`src/cscan_pkg.sv`:
```
`timescale 1ns / 1ps
`default_nettype none
// ----------------------------------------------------------------------------
// C-SCAN request ordering package
// Shared types and fixed constants of the request ordering unit.
// ----------------------------------------------------------------------------
package cscan_pkg;

	// Width of the head position register.
	localparam int HEAD_WIDTH = 16;

	typedef logic [HEAD_WIDTH-1:0] head_t;

endpackage
`default_nettype wire

```
`src/cscan_ram.sv`:
```
`timescale 1ns / 1ps
`default_nettype none
// ----------------------------------------------------------------------------
// Generic single-port-write, single-port-read RAM
// One write port and one read port with registered read data.
// ----------------------------------------------------------------------------
module cscan_ram #(
	parameter int WIDTH = 16,
	parameter int DEPTH = 64
) (
	input  wire logic                     clk,
	input  wire logic                     we,
	input  wire logic [$clog2(DEPTH)-1:0] waddr,
	input  wire logic [WIDTH-1:0]         wdata,
	input  wire logic                     re,
	input  wire logic [$clog2(DEPTH)-1:0] raddr,
	output logic      [WIDTH-1:0]         rdata
);

	logic [WIDTH-1:0] mem_q [DEPTH];

	always_ff @(posedge clk) begin
		if (we) begin
			mem_q[waddr] <= wdata;
		end
		if (re) begin
			rdata <= mem_q[raddr];
		end
	end

endmodule
`default_nettype wire

```
`src/cscan_request_order_unit.sv`:
```
`timescale 1ns / 1ps
`default_nettype none
// Loading takes one request per cycle; busy stays low while a batch is collected.
// After the closing request, each result comes from one pass over the request RAM
// that reads every stored request, with registered read data.
// Results are single-cycle strobes; the receiver cannot stall them.
// Reset empties the batch, clears the drop flag and sets the head position to zero.
// ----------------------------------------------------------------------------
// C-SCAN request ordering unit
// Collects a batch of track requests in RAM and emits it in circular-scan
// order by repeated minimum-search passes over the stored requests.
// ----------------------------------------------------------------------------
module cscan_request_order_unit #(
	parameter int MAX_REQUESTS = 64,
	parameter int TRACK_WIDTH  = 16
) (
	input  wire logic                   clk,
	input  wire logic                   arst_n,
	input  wire logic                   cfg_we,
	input  wire cscan_pkg::head_t       cfg_wdata,
	input  wire logic                   start,
	output logic                        busy,
	input  wire logic [TRACK_WIDTH-1:0] track,
	input  wire logic                   batch_end,
	output logic                        result_valid,
	output logic [TRACK_WIDTH-1:0]      served_track,
	output logic                        final_res,
	output logic                        overflowed
);

	import cscan_pkg::*;

	localparam int IW   = $clog2(MAX_REQUESTS);
	localparam int CW   = $clog2(MAX_REQUESTS + 1);
	localparam int CMPW = (TRACK_WIDTH > HEAD_WIDTH) ? TRACK_WIDTH : HEAD_WIDTH;
	localparam int KW   = 1 + TRACK_WIDTH + IW;
	localparam logic [CW-1:0] MAX_CNT = CW'(MAX_REQUESTS);

	typedef enum logic {
		S_LOAD,
		S_SCAN
	} state_t;

	state_t                 state_q;
	head_t                  head_q;
	logic [CW-1:0]          count_q;
	logic                   dropped_q;
	logic [CW-1:0]          rd_cnt_q;
	logic [CW-1:0]          emitted_q;
	logic                   v_s1;
	logic [IW-1:0]          idx_s1;
	logic                   best_valid_q;
	logic [KW-1:0]          best_key_q;
	logic                   have_last_q;
	logic [KW-1:0]          last_key_q;
	logic                   result_valid_q;
	logic [TRACK_WIDTH-1:0] served_q;
	logic                   final_q;
	logic                   overflow_q;

	logic                   accept;
	logic                   has_room;
	logic                   ram_we;
	logic                   issue;
	logic [TRACK_WIDTH-1:0] rd_data;
	logic                   cand_low;
	logic [KW-1:0]          cand_key;
	logic                   take;
	logic [KW-1:0]          best_next;
	logic                   pass_end;
	logic                   is_final;

	assign busy     = (state_q != S_LOAD);
	assign accept   = start && !busy;
	assign has_room = (count_q < MAX_CNT);
	assign ram_we   = accept && has_room;
	assign issue    = (state_q == S_SCAN) && (rd_cnt_q < count_q);

	cscan_ram #(
		.WIDTH(TRACK_WIDTH),
		.DEPTH(MAX_REQUESTS)
	) u_store (
		.clk  (clk),
		.we   (ram_we),
		.waddr(count_q[IW-1:0]),
		.wdata(track),
		.re   (issue),
		.raddr(rd_cnt_q[IW-1:0]),
		.rdata(rd_data)
	);

	// Sort key: tracks below the head go after the wrap, ties break by slot.
	assign cand_low = (CMPW'(rd_data) < CMPW'(head_q));
	assign cand_key = {cand_low, rd_data, idx_s1};

	always_comb begin
		take = v_s1 && (!have_last_q || (cand_key > last_key_q))
			&& (!best_valid_q || (cand_key < best_key_q));
		best_next = take ? cand_key : best_key_q;
	end

	assign pass_end = v_s1 && (CW'(idx_s1) == (count_q - CW'(1)));
	assign is_final = ((emitted_q + CW'(1)) == count_q);

	always_ff @(posedge clk or negedge arst_n) begin
		if (!arst_n) begin
			state_q        <= S_LOAD;
			head_q         <= '0;
			count_q        <= '0;
			dropped_q      <= 1'b0;
			rd_cnt_q       <= '0;
			emitted_q      <= '0;
			v_s1           <= 1'b0;
			idx_s1         <= '0;
			best_valid_q   <= 1'b0;
			best_key_q     <= '0;
			have_last_q    <= 1'b0;
			last_key_q     <= '0;
			result_valid_q <= 1'b0;
			served_q       <= '0;
			final_q        <= 1'b0;
			overflow_q     <= 1'b0;
		end else begin
			result_valid_q <= 1'b0;
			if (cfg_we) begin
				head_q <= cfg_wdata;
			end
			case (state_q)
				S_LOAD: begin
					v_s1 <= 1'b0;
					if (accept) begin
						if (has_room) begin
							count_q <= count_q + CW'(1);
						end else begin
							dropped_q <= 1'b1;
						end
						if (batch_end) begin
							state_q      <= S_SCAN;
							rd_cnt_q     <= '0;
							emitted_q    <= '0;
							best_valid_q <= 1'b0;
							have_last_q  <= 1'b0;
						end
					end
				end
				S_SCAN: begin
					v_s1   <= issue;
					idx_s1 <= rd_cnt_q[IW-1:0];
					if (issue) begin
						rd_cnt_q <= rd_cnt_q + CW'(1);
					end
					if (take) begin
						best_key_q   <= cand_key;
						best_valid_q <= 1'b1;
					end
					if (pass_end) begin
						// The pass has seen every entry: the minimum above the
						// previous pick is the next request in service order.
						result_valid_q <= 1'b1;
						served_q       <= best_next[IW +: TRACK_WIDTH];
						final_q        <= is_final;
						overflow_q     <= is_final && dropped_q;
						last_key_q     <= best_next;
						have_last_q    <= 1'b1;
						best_valid_q   <= 1'b0;
						rd_cnt_q       <= '0;
						if (is_final) begin
							state_q   <= S_LOAD;
							count_q   <= '0;
							dropped_q <= 1'b0;
						end else begin
							emitted_q <= emitted_q + CW'(1);
						end
					end
				end
				default: begin
					state_q <= S_LOAD;
				end
			endcase
		end
	end

	assign result_valid = result_valid_q;
	assign served_track = served_q;
	assign final_res    = final_q;
	assign overflowed   = overflow_q;

	a_final_frees: assert property (@(posedge clk) disable iff (!arst_n)
		(result_valid && final_res) |-> !busy)
		else $error("final request emitted while unit still busy");

	a_gap: assert property (@(posedge clk) disable iff (!arst_n)
		result_valid |=> !result_valid)
		else $error("two requests emitted in consecutive cycles");

	a_ovf_final: assert property (@(posedge clk) disable iff (!arst_n)
		(result_valid && overflowed) |-> final_res)
		else $error("overflow flag on a non-final request");

	a_count: assert property (@(posedge clk) disable iff (!arst_n)
		count_q <= MAX_CNT)
		else $error("request count beyond capacity");

endmodule
`default_nettype wire
```
`config.mk`:
```
export PLATFORM = sky130hd
export DESIGN_NAME = cscan_request_order_unit
export DESIGN_NICKNAME = d
export VERILOG_FILES = /design/src/cscan_pkg.sv /design/src/cscan_ram.sv /design/src/cscan_request_order_unit.sv
export SDC_FILE = /design/constraint.sdc
export NUM_CORES = 1
export LEC_CHECK = 0
export BUFFER_PORTS_ARGS = -buffer_cell sky130_fd_sc_hd__buf_2
export CELL_PAD_IN_SITES_DETAIL_PLACEMENT = 1
export CELL_PAD_IN_SITES_GLOBAL_PLACEMENT = 2
export CORE_ASPECT_RATIO = 1.2
export CORE_MARGIN = 2
export CORE_UTILIZATION = 44
export DETAILED_ROUTE_END_ITERATION = 8
export HOLD_SLACK_MARGIN = 0.1
export PLACE_DENSITY_LB_ADDON = 0.1
export SKIP_CTS_REPAIR_TIMING = 1
export SLEW_MARGIN = 20
export SYNTH_ARGS = -nofsm -noshare
export SYNTH_HDL_FRONTEND = slang
export SYNTH_SLANG_ARGS = --single-unit
```
`constraint.sdc`:
```
create_clock -name clk -period 4.47 [get_ports clk]
set_clock_uncertainty 0.1 [all_clocks]
set_input_delay 1.1175 -clock clk [delete_from_list [all_inputs] [get_ports clk]]
set_output_delay 1.1175 -clock clk [all_outputs]
set_load 0.05 [all_outputs]
```
==> run_results.csv, run 1 <==
group,metric,value,unit
outcome,status,"completed",
yosys,synth_warnings,0,
cts,cts.sink_count,1137,
timing,hold_violations,0,
floorplan,core,104000,µm²
critical_path,crit_start,"u_store.rdata[9]",
power,p_per_area,601,nW/µm²
floorplan,dieArea,107000,µm²
critical_path,regToRegStartpoint,"u_store.rdata[9]",
cts,cts_buffers,113,
cts,clockBufferDepth,3,
grt,grt_overflow,0,
yosys,synthFlopType,"edfxtp_1",
yosys,syn_inst,2323,
power,p_leak,17.7,nW
critical_path,critPathMaxStageDelay,0.47,ns
grt,grt_first_pass_wirelength,174000,µm
power,switching_share,31.2,%
yosys,ys_seq_area_share,73.0,%
place,place_area,48700,µm²
timing,grt_setup_unrepaired,"no",
cts,clock_insertion_delay_worst_skew,0.71,ns
timing,worst_slew_pin_slew,1.09,ns
place,place.gp.congestion,0.784,
critical_path,crit_type,"flop to flop",
floorplan,initial_core_util,44.2,%
detailed_routing,remaining_drc_errors,0,
power,internal-power,21.7,mW
cts,cts_root_buf,"clkbuf_16",
finish,num-fill-cells,9343,
grt,antenna_found_initial,5,
yosys,synth_edf_count,1040,
detailed_routing,vias_per_cell,5.72,
cts,tritoncts,"built",
critical_path,crit_slowest_cell,"edfxtp_1",
detailed_routing,wl,120000,µm
critical_path,path_cells,"ha_1 > a21oi_1 > nor2b_1 > o21ai_0 > a21oi_1 > a211oi_1 > nor2b_1 > ha_1 > and4_1 > a221o_1 > a22oi_1 > a222oi_1 > nand2_1 > buf_4 > mux2_2",
yosys,synth_seq_cells,1137,
grt,grt_pass1_vias,24500,
flow_run,max_cap_viol_count,0,
yosys,synth_area_leaders,"edfxtp_1, mux4_2, dfrtp_1, mux2i_1, ha_1",
critical_path,crit_required,4.95,ns
floorplan,die_x,300,µm
timing,relSlewSlack,27.0,%
power,ir_drop,0.392,mV
yosys,yosys.area.top_type,"edfxtp_1",
place,place_ws,0.365,ns
critical_path,path_max_fanout,17,
cts,clk_transition_reported_paths,0.06,ns
critical_path,reg2reg_setup_slack,0.35,ns
power,p_comb_share,30.0,%
cts,h-tree-depth,3,
detailed_routing,drtIter0Drc,1688,
yosys,synth_area,46100,µm²
finish,finalInstanceArea,52400,µm²
critical_path,critPathTopFamily,"compound AO/OA/AOI/OAI gates",
floorplan,rows,130,
place,port_buffers,56,
timing,fin_crit_sh,92.1,%
finish,fin_nets,2613,
detailed_routing,wl_per_cell,30.0,µm
power,p_clk_share,30.2,%
yosys,synth_top_cell_area_share,67.7,%
finish,drive_gt1_share,26.2,%
yosys,yosysUniqueCellTypes,51,
finish,multi_input_area,11600,µm²
finish,area_growth,13.6,%
min_path,hp-start,"last_key_q[5]",
critical_path,startpoint_type,"flop",
critical_path,cp_num_buf_inv,1,
grt,grt_util_all_layers,22.7,%
finish,final_core_util,50.3,%
critical_path,endpoint_kind,"flop",
floorplan,ios,57,
yosys,avgSynthCellArea,19.9,µm²
floorplan,die_y,359,µm
detailed_routing,ant_nets,0,
power,switchingPower,9.84,mW
detailed_routing,firstDrtPassIters,5,
timing,fmax,0.243,GHz
critical_path,worst-endpoint-arrival,4.60,ns
grt,grt_max_degree,71,
timing,setup-violations-final,0,
place,dp_hpwl,75500,µm
timing,setup_ws,0.353,ns
finish,diodes,0,
timing,fin_tns_setup,0,ns
timing,fin_crit,4.12,ns
detailed_routing,via_count,22800,
yosys,postSynth.asyncResetShare,8.53,%
min_path,hold_class,"flop to flop",
power,seq_power_share,39.8,%
timing,fin_hold_ws,0.380,ns
finish,register_area,33700,µm²
timing,slew_violations,0,
yosys,synth.net_count,2430,
-- path summary, 6_finish.rpt --
| path | cells after the start | endpoint |
|---|---|---|
| setup reg to reg | 15 | best_key_q[1] |
| max in group asynchronous | 2 | head_q[12] |
| setup / recovery | 15 | best_key_q[1] |
| hold / removal | 2 | last_key_q[5] |
| hold reg to reg | 2 | last_key_q[5] |
| min in group asynchronous | 1 | emitted_q[2] |
-- flip-flops by register name (all words and copies together), names as in the netlist, 6 cells and up --
register	count
head_q	16
u_store.rdata	16
count_q	7
idx_s1	6
emitted_q	7
last_key_q	23
best_key_q	23
u_store.mem_q	1024
rd_cnt_q	7
-- power by group through the flow --
| stage | Combinational (mW) | Sequential [mW] | Clock, mW |
|---|---|---|---|
| 2_1_floorplan | 6.33 | 12.4 | 0 |
| 3_3_place_gp | 9.55 | 12.8 | 0 |
| 3_5_place_dp | 9.67 | 12.8 | 0 |
| 4_1_cts | 9.69 | 12.6 | 9.74 |
| 5_1_grt | 10.1 | 12.6 | 10.1 |
| 6_report | 9.47 | 12.5 | 9.51 |
-- worst reg2reg max path: cells and delay by family (launching register included) --
| family | cells | cell delay, ns |
|---|---|---|
| adders and majority gates | 2 | 0.66 |
| buffers and inverters | 1 | 0.31 |
| muxes | 1 | 0.39 |
| DFF | 1 | 0.47 |
| AOI/OAI and AO/OA | 7 | 1.31 |
| and+or+nand+nor | 4 | 0.76 |
-- per-stage QoR --
step / total power, mW / instances
floorplan: 18.7 / 2323
global placement: 22.3 / 3777
detailed placement: 22.5 / 3777
CTS: 32.0 / 3989
global route: 32.8 / 3989
finish: 31.5 / 3989
-- kinds of logic (layout without fill, tap and decap cells) --
kind of cell | after synthesis | count (layout) | share of synthesized area, %
compound gates | 112 | 112 | 1.59
xor+xnor | 27 | 27 | 0.513
fa+ha+maj | 70 | 70 | 1.90
buf+inv | 205 | 485 | 1.97
flops | 1137 | 1137 | 73.0
mux | 464 | 464 | 18.0
simple gates | 308 | 308 | 3.09
-- cells in the final DEF, fill, tap and decap left out, types with 4 or more instances in the layout --
cell type and count:
nor2b_1 4, edfxtp_1 1040, a211oi_1 8, ha_1 70, xor2_1 5, nand2_1 80
clkinv_2 18, a21oi_1 25, buf_12 11, clkinv_1 28, buf_2 51, bufinv_16 13
nand4_1 12, or3_1 28, mux4_2 288, inv_1 74, buf_4 136, nor3_1 9
o21a_1 4, and2_1 5, dfrtp_1 92, o21ai_0 42, nor2_1 92, inv_6 4
nand3_1 61, mux2i_1 149, mux2_2 27, clkbuf_16 113, clkinvlp_4 5, xnor2_1 22
a21o_1 10, clkbuf_1 25
-- cells in the mapped netlist (all sizes together) (2+ instances only) --
cell     number
ha           70
a211o         3
a2111oi       3
nand2        80
mux2         27
xor2          5
nor2         92
xnor2        22
nor2b         4
mux2i       149
and2          5
o211ai        3
a221o         2
mux4        288
nand3b        2
edfxtp     1040
buf          76
nor3          9
nand2b        3
inv          75
dfrtp        97
nand4        12
clkbuf       54
nor4          3
and4          2
and3          2
or3          28
a211oi        8
nor3b         2
o21ai        43
a31oi         2
nand3        62
a21o         10
o21a          4
a21oi        25
o31a          2
-- layer usage --
metal	global-route usage (%)	up-vias	part of all wire (%)
met3	3.65	166	4.6
met2	37.4	548	49
li1	-	9748	-
met5	0	-	0.011
met1	31.0	12400	43
met4	7.89	2	3.0
-- cell type report --
cell class / instances / share of cell area [%]
Tap cell: 1386 / 3.31
Clock buffer: 140 / 5.63
Clock inverter: 72 / 1.37
Sequential cell: 1137 / 64.2
Multi-Input combinational cell: 981 / 22.0
Timing Repair Buffer: 198 / 2.86
Inverter: 75 / 0.542
No activity file was read; power rests on OpenSTA's default activity.
==> run 2, diff against run 1 <==
--- a/config.mk
+++ b/config.mk
@@ -8,7 +8,6 @@
 export BUFFER_PORTS_ARGS = -buffer_cell sky130_fd_sc_hd__buf_2
 export CELL_PAD_IN_SITES_DETAIL_PLACEMENT = 1
 export CELL_PAD_IN_SITES_GLOBAL_PLACEMENT = 2
-export CORE_ASPECT_RATIO = 1.2
 export CORE_MARGIN = 2
 export CORE_UTILIZATION = 44
 export DETAILED_ROUTE_END_ITERATION = 8
==> constraint.sdc (replaced) <==
create_clock -name clk -period 3.9 [get_ports clk]
set_clock_uncertainty 0.1 [all_clocks]
set_input_delay 0.975 -clock clk [delete_from_list [all_inputs] [get_ports clk]]
set_output_delay 0.975 -clock clk [all_outputs]
set_load 0.05 [all_outputs]
==> run 2 against run 1 <==
Net effect:
- critical path type unchanged
- register-to-register slack worse by 0.24 ns
- largest cell class unchanged
- maximum frequency grew 8.6%
- combinational power grew 29%
- final area is 1.9% higher
- routed wire length grew 2.8%
==> run_results.csv, run 2 (synthesis results as in run 1) <==
group,metric,value,unit
outcome,status,"completed",
finish,multi_input_area,11700,µm²
finish,largest_reg_flops,1024,
cts,cts_buffers,119,
finish,regMostFlops,"u_store.mem_q",
detailed_routing,firstDrtPassIters,7,
cts,clock_insertion_delay_worst_skew,0.71,ns
critical_path,path_max_fanout,5,
min_path,hold_class,"primary input to asynchronous set/reset pin",
timing,fin_tns_setup,0,ns
floorplan,ios,57,
power,p_leak,18.2,nW
critical_path,endpoint_kind,"flop",
finish,num-fill-cells,9274,
floorplan,die_x,328,µm
cts,cts_root_buf,"clkbuf_16",
detailed_routing,wl_per_cell,30.2,µm
grt,grt_overflow,0,
timing,worst_slew_pin_slew,1.16,ns
grt,grt_first_pass_wirelength,179000,µm
detailed_routing,ant_nets,0,
cts,clk_transition_reported_paths,0.06,ns
grt,met2_usage,38.1,%
timing,relSlewSlack,23.0,%
place,dp_hpwl,77600,µm
power,switchingPower,11.8,mW
finish,drive_gt1_share,29.2,%
grt,use_met3,2.81,%
floorplan,die_y,328,µm
cts,cts.sink_count,1137,
timing,hold_violations,0,
timing,fin_crit,3.79,ns
critical_path,worst-endpoint-arrival,4.27,ns
detailed_routing,drtIter0Drc,1783,
finish,final_cell_mix,"edfxtp_1, mux4_2, buf_4",
timing,fmax,0.264,GHz
flow_run,max_cap_viol_count,0,
timing,setup-violations-final,0,
place,place.gp.congestion,0.795,
cts,h-tree-depth,3,
finish,fin_nets,2690,
finish,final_common_cell,"edfxtp_1",
grt,grt_pass1_vias,24800,
floorplan,core,104000,µm²
detailed_routing,remaining_drc_errors,0,
grt,grt.busiest_layer,"met2",
cts,clockBufferDepth,3,
finish,area_growth,15.8,%
grt,antenna_found_initial,5,
finish,instances_no_fill,4071,
power,ir_drop,0.355,mV
floorplan,dieArea,107000,µm²
floorplan,initial_core_util,44.4,%
critical_path,crit_required,4.38,ns
grt,use_met1,33.6,%
detailed_routing,via_count,23400,
critical_path,startpoint_type,"flop",
place,place_ws,-0.214,ns
power,p_clk_share,30.0,%
finish,final_core_util,51.5,%
finish,register_area,33700,µm²
finish,top_regs,"u_store.mem_q x1024, best_key_q x23, last_key_q x23",
power,p_comb_share,32.2,%
timing,grt_setup_unrepaired,"yes",
detailed_routing,vias_per_cell,5.74,
power,seq_power_share,37.7,%
timing,slew_violations,0,
cts,tritoncts,"built",
timing,fin_crit_sh,97.2,%
detailed_routing,wl,123000,µm
power,p_per_area,709,nW/µm²
place,port_buffers,56,
grt,grt_max_degree,65,
critical_path,crit_type,"flop to flop",
floorplan,rows,118,
grt,grt_util_all_layers,23.3,%
power,internal-power,26.1,mW
timing,setup_ws,0.110,ns
place,dpl.cell_count,3837,
power,switching_share,31.0,%
timing,fin_hold_ws,0.198,ns
[run 2: power by group through the flow]
stage	clock network [mW]	registers [mW]	logic, mW
CTS	11.6	14.3	12.2
global route	12.0	14.3	13.0
global placement	0	14.5	12.0
finish	11.4	14.3	12.2
floorplan	0	14.2	7.26
detailed placement	0	14.5	12.1
[run 2: critical path, stage by stage (launching register included)]
cell and delay, ns:
edfxtp_1 0.42, ha_1 0.30, a21o_1 0.10, a21oi_1 0.07, o211a_1 0.26, nor4_4 0.22, nor2b_4 0.10, ha_4 0.28
and4_4 0.23, nand2_1 0.06, a211oi_2 0.19, o21ai_1 0.13, a222oi_1 0.45, buf_4 0.23, nand2_4 0.09, clkbuf_16 0.18
mux2_2 0.26
[run 2: final timing paths]
path                                  start            end  slack (ns)  depth (start not counted)
max in group asynchronous            arst_n    rd_cnt_q[0]        2.72                          2
hold / removal                       arst_n   emitted_q[3]        0.20                          1
setup reg to reg           u_store.rdata[1]  best_key_q[5]        0.11                         16
hold reg to reg               last_key_q[4]  last_key_q[4]        0.39                          2
min in group clk               cfg_wdata[4]      head_q[4]        0.39                          3
setup / recovery           u_store.rdata[1]  best_key_q[5]        0.11                         16
[run 2: final cells by class]
cell class,count,area share [%]
repair buffers,269,4.04
clock buffers,152,5.92
flip-flops and latches,1137,63.0
diodes,4,0.0187
multi-input cells,981,21.8
inverters,75,0.532
clock inverters,73,1.39
well taps,1380,3.23
[run 2: layer usage]
layer / vias to the layer above / routed length [µm]
met3: 147 / 5460
met4: 2 / 2550
met2: 584 / 60000
met1: 12700 / 54800
met5: - / 7
li1: 9922 / -
[run 2: metrics by stage]
| stage | instance area, µm² | power, mW |
|---|---|---|
| final | 53400 | 37.9 |
| after global routing | 53400 | 39.4 |
| after CTS | 53200 | 38.1 |
| after detailed placement | 49300 | 26.7 |
| after global placement | 49300 | 26.5 |
| after floorplan | 46100 | 21.4 |
==> run 3, diff against run 2 <==
==> constraint.sdc (replaced) <==
create_clock -name clk -period 3.9 [get_ports clk]
set_clock_uncertainty 0.1 [all_clocks]
set_input_delay 0.195 -clock clk [delete_from_list [all_inputs] [get_ports clk]]
set_output_delay 0.195 -clock clk [all_outputs]
set_load 0.05 [all_outputs]
==> run 3 against run 2 <==
Net effect:
- non-clock buffer count up 50
- sequential share of layout area down 0.59 points
- die area unchanged
- hold slack worse by 0.12 ns
- combinational power about the same
- register-to-register slack better by 0.14 ns
- clock power about the same
- routed wire length down 1.3%
- count of clock-buffer cells in the layout down 11
- critical path type unchanged
==> run_results.csv, run 3 (synthesis results as in run 1) <==
group,metric,value,unit
outcome,status,"completed",
power,p_per_area,701,nW/µm²
cts,cts.sink_count,1137,
grt,grt_max_degree,70,
critical_path,endpoint_kind,"flop",
timing,relSlewSlack,24.6,%
grt,grt_util_all_layers,22.8,%
floorplan,core,104000,µm²
finish,regMostFlops,"u_store.mem_q",
min_path,hold_depth,2,
cts,tritoncts,"built",
cts,clk_transition_reported_paths,0.06,ns
finish,final_common_cell,"edfxtp_1",
grt,grt_overflow,0,
flow_run,max_cap_viol_count,0,
grt,grt_first_pass_wirelength,176000,µm
power,ir_drop,0.416,mV
finish,area_growth,16.9,%
finish,fin_nets,2738,
critical_path,critPathTopFamily,"compound AO/OA/AOI/OAI gates",
cts,cts_root_buf,"clkbuf_16",
floorplan,dieArea,107000,µm²
critical_path,path_cells,"ha_1 > a21oi_1 > nor2b_1 > o21ai_1 > a21oi_1 > a211oi_2 > nor2b_4 > ha_4 > and4_4 > nand2_2 > a211oi_2 > o21ai_1 > a222oi_1 > buf_4 > nand2_8 > buf_6 > mux2_4",
min_path,hold_class,"primary input to flop",
finish,finalInstanceArea,53900,µm²
cts,clockBufferDepth,3,
power,power,37.8,mW
critical_path,crit_type,"flop to flop",
critical_path,cp_num_cells,17,
detailed_routing,remaining_drc_errors,0,
floorplan,initial_core_util,44.4,%
critical_path,r2r_cells,17,
timing,slew_violations,0,
timing,fmax,0.274,GHz
cts,cts_buffers,117,
cts,h-tree-depth,3,
floorplan,die_y,328,µm
place,dp_hpwl,76600,µm
timing,fin_crit,3.65,ns
grt,grt_pass1_vias,24900,
finish,final_core_util,52.0,%
detailed_routing,drtIter0Drc,1799,
floorplan,ios,57,
detailed_routing,wl,121000,µm
detailed_routing,via_count,23500,
detailed_routing,wl_per_cell,29.5,µm
timing,setup-violations-final,0,
timing,fin_tns_setup,0,ns
critical_path,startpoint_type,"flop",
timing,fin_crit_sh,93.6,%
timing,worst_slew_pin_slew,1.13,ns
finish,final_cell_mix,"edfxtp_1, mux4_2, buf_4",
detailed_routing,ant_nets,0,
finish,largest_reg_flops,1024,
finish,drive_gt1_share,28.6,%
floorplan,die_x,328,µm
place,place_area,49200,µm²
critical_path,critPathMaxStageDelay,0.42,ns
floorplan,rows,118,
detailed_routing,firstDrtPassIters,5,
place,place_ws,-0.171,ns
finish,top_regs,"u_store.mem_q x1024, best_key_q x23, last_key_q x23",
cts,clock_insertion_delay_worst_skew,0.71,ns
timing,hold_violations,0,
critical_path,crit_slowest_cell,"a222oi_1",
grt,antenna_found_initial,12,
detailed_routing,vias_per_cell,5.71,
place,place.gp.congestion,0.772,
critical_path,path_max_fanout,5,
power,p_leak,18.4,nW
critical_path,crit_required,4.39,ns
timing,setup_ws,0.250,ns
timing,grt_setup_unrepaired,"no",
critical_path,reg2reg_setup_slack,0.25,ns
critical_path,worst-endpoint-arrival,4.14,ns
critical_path,cp_num_buf_inv,2,
place,port_buffers,56,
[run 3: cell types whose count changed in the layout (fill, tap and decap cells not counted), moves of 2 or more]
cell / before / now
clkbuf_8: 6 / 2
inv_16: 1 / 4
buf_12: 19 / 16
clkinv_2: 23 / 28
buf_6: 2 / 5
clkinv_1: 26 / 21
clkinvlp_4: 2 / 5
clkinv_8: 2 / 0
clkbuf_1: 27 / 20
dlygate4sd3_1: 0 / 63
buf_4: 193 / 179
[run 3: through the flow]
step | hold slack (ns) | instances
finish | 0.0785 | 4113
detailed placement | 0.130 | 3822
global route | 0.113 | 4111
global placement | 0.123 | 3822
CTS | -0.647 | 4040
floorplan | -0.201 | 2323
[run 3: path summary, 6_finish.rpt]
| path | from | to |
|---|---|---|
| hold reg to reg | overflowed | overflowed |
| max in group asynchronous | arst_n | best_key_q[13] |
| setup / recovery | u_store.rdata[9] | best_key_q[7] |
| min in group asynchronous | arst_n | emitted_q[5] |
| setup reg to reg | u_store.rdata[9] | best_key_q[7] |
| hold / removal | track[13] | u_store.mem_q[54][13] |
[run 3: final cells by class]
cell class              count  area (µm²)
fillers                  9227       49900
flip-flops and latches   1137       33700
multi-input cells         981       11700
clock buffers             141        3080
repair buffers            319        2660
well taps                1380        1730
clock inverters            77         801
inverters                  75         284
diodes                      3        7.51
[run 3: per-layer routing]
metal	up-vias	GRT usage (%)	share of wire, %
met4	0	6.81	2.7
met2	636	37.3	49
met3	166	3.44	5.5
met5	-	0	0
met1	12700	31.8	43
li1	10000	-	-
[run 3: power by group]
part           switching (mW)  internal (mW)  total [mW]
combinational            6.45           5.77        12.2
clock                    4.76           6.56        11.3
sequential              0.509           13.7        14.2
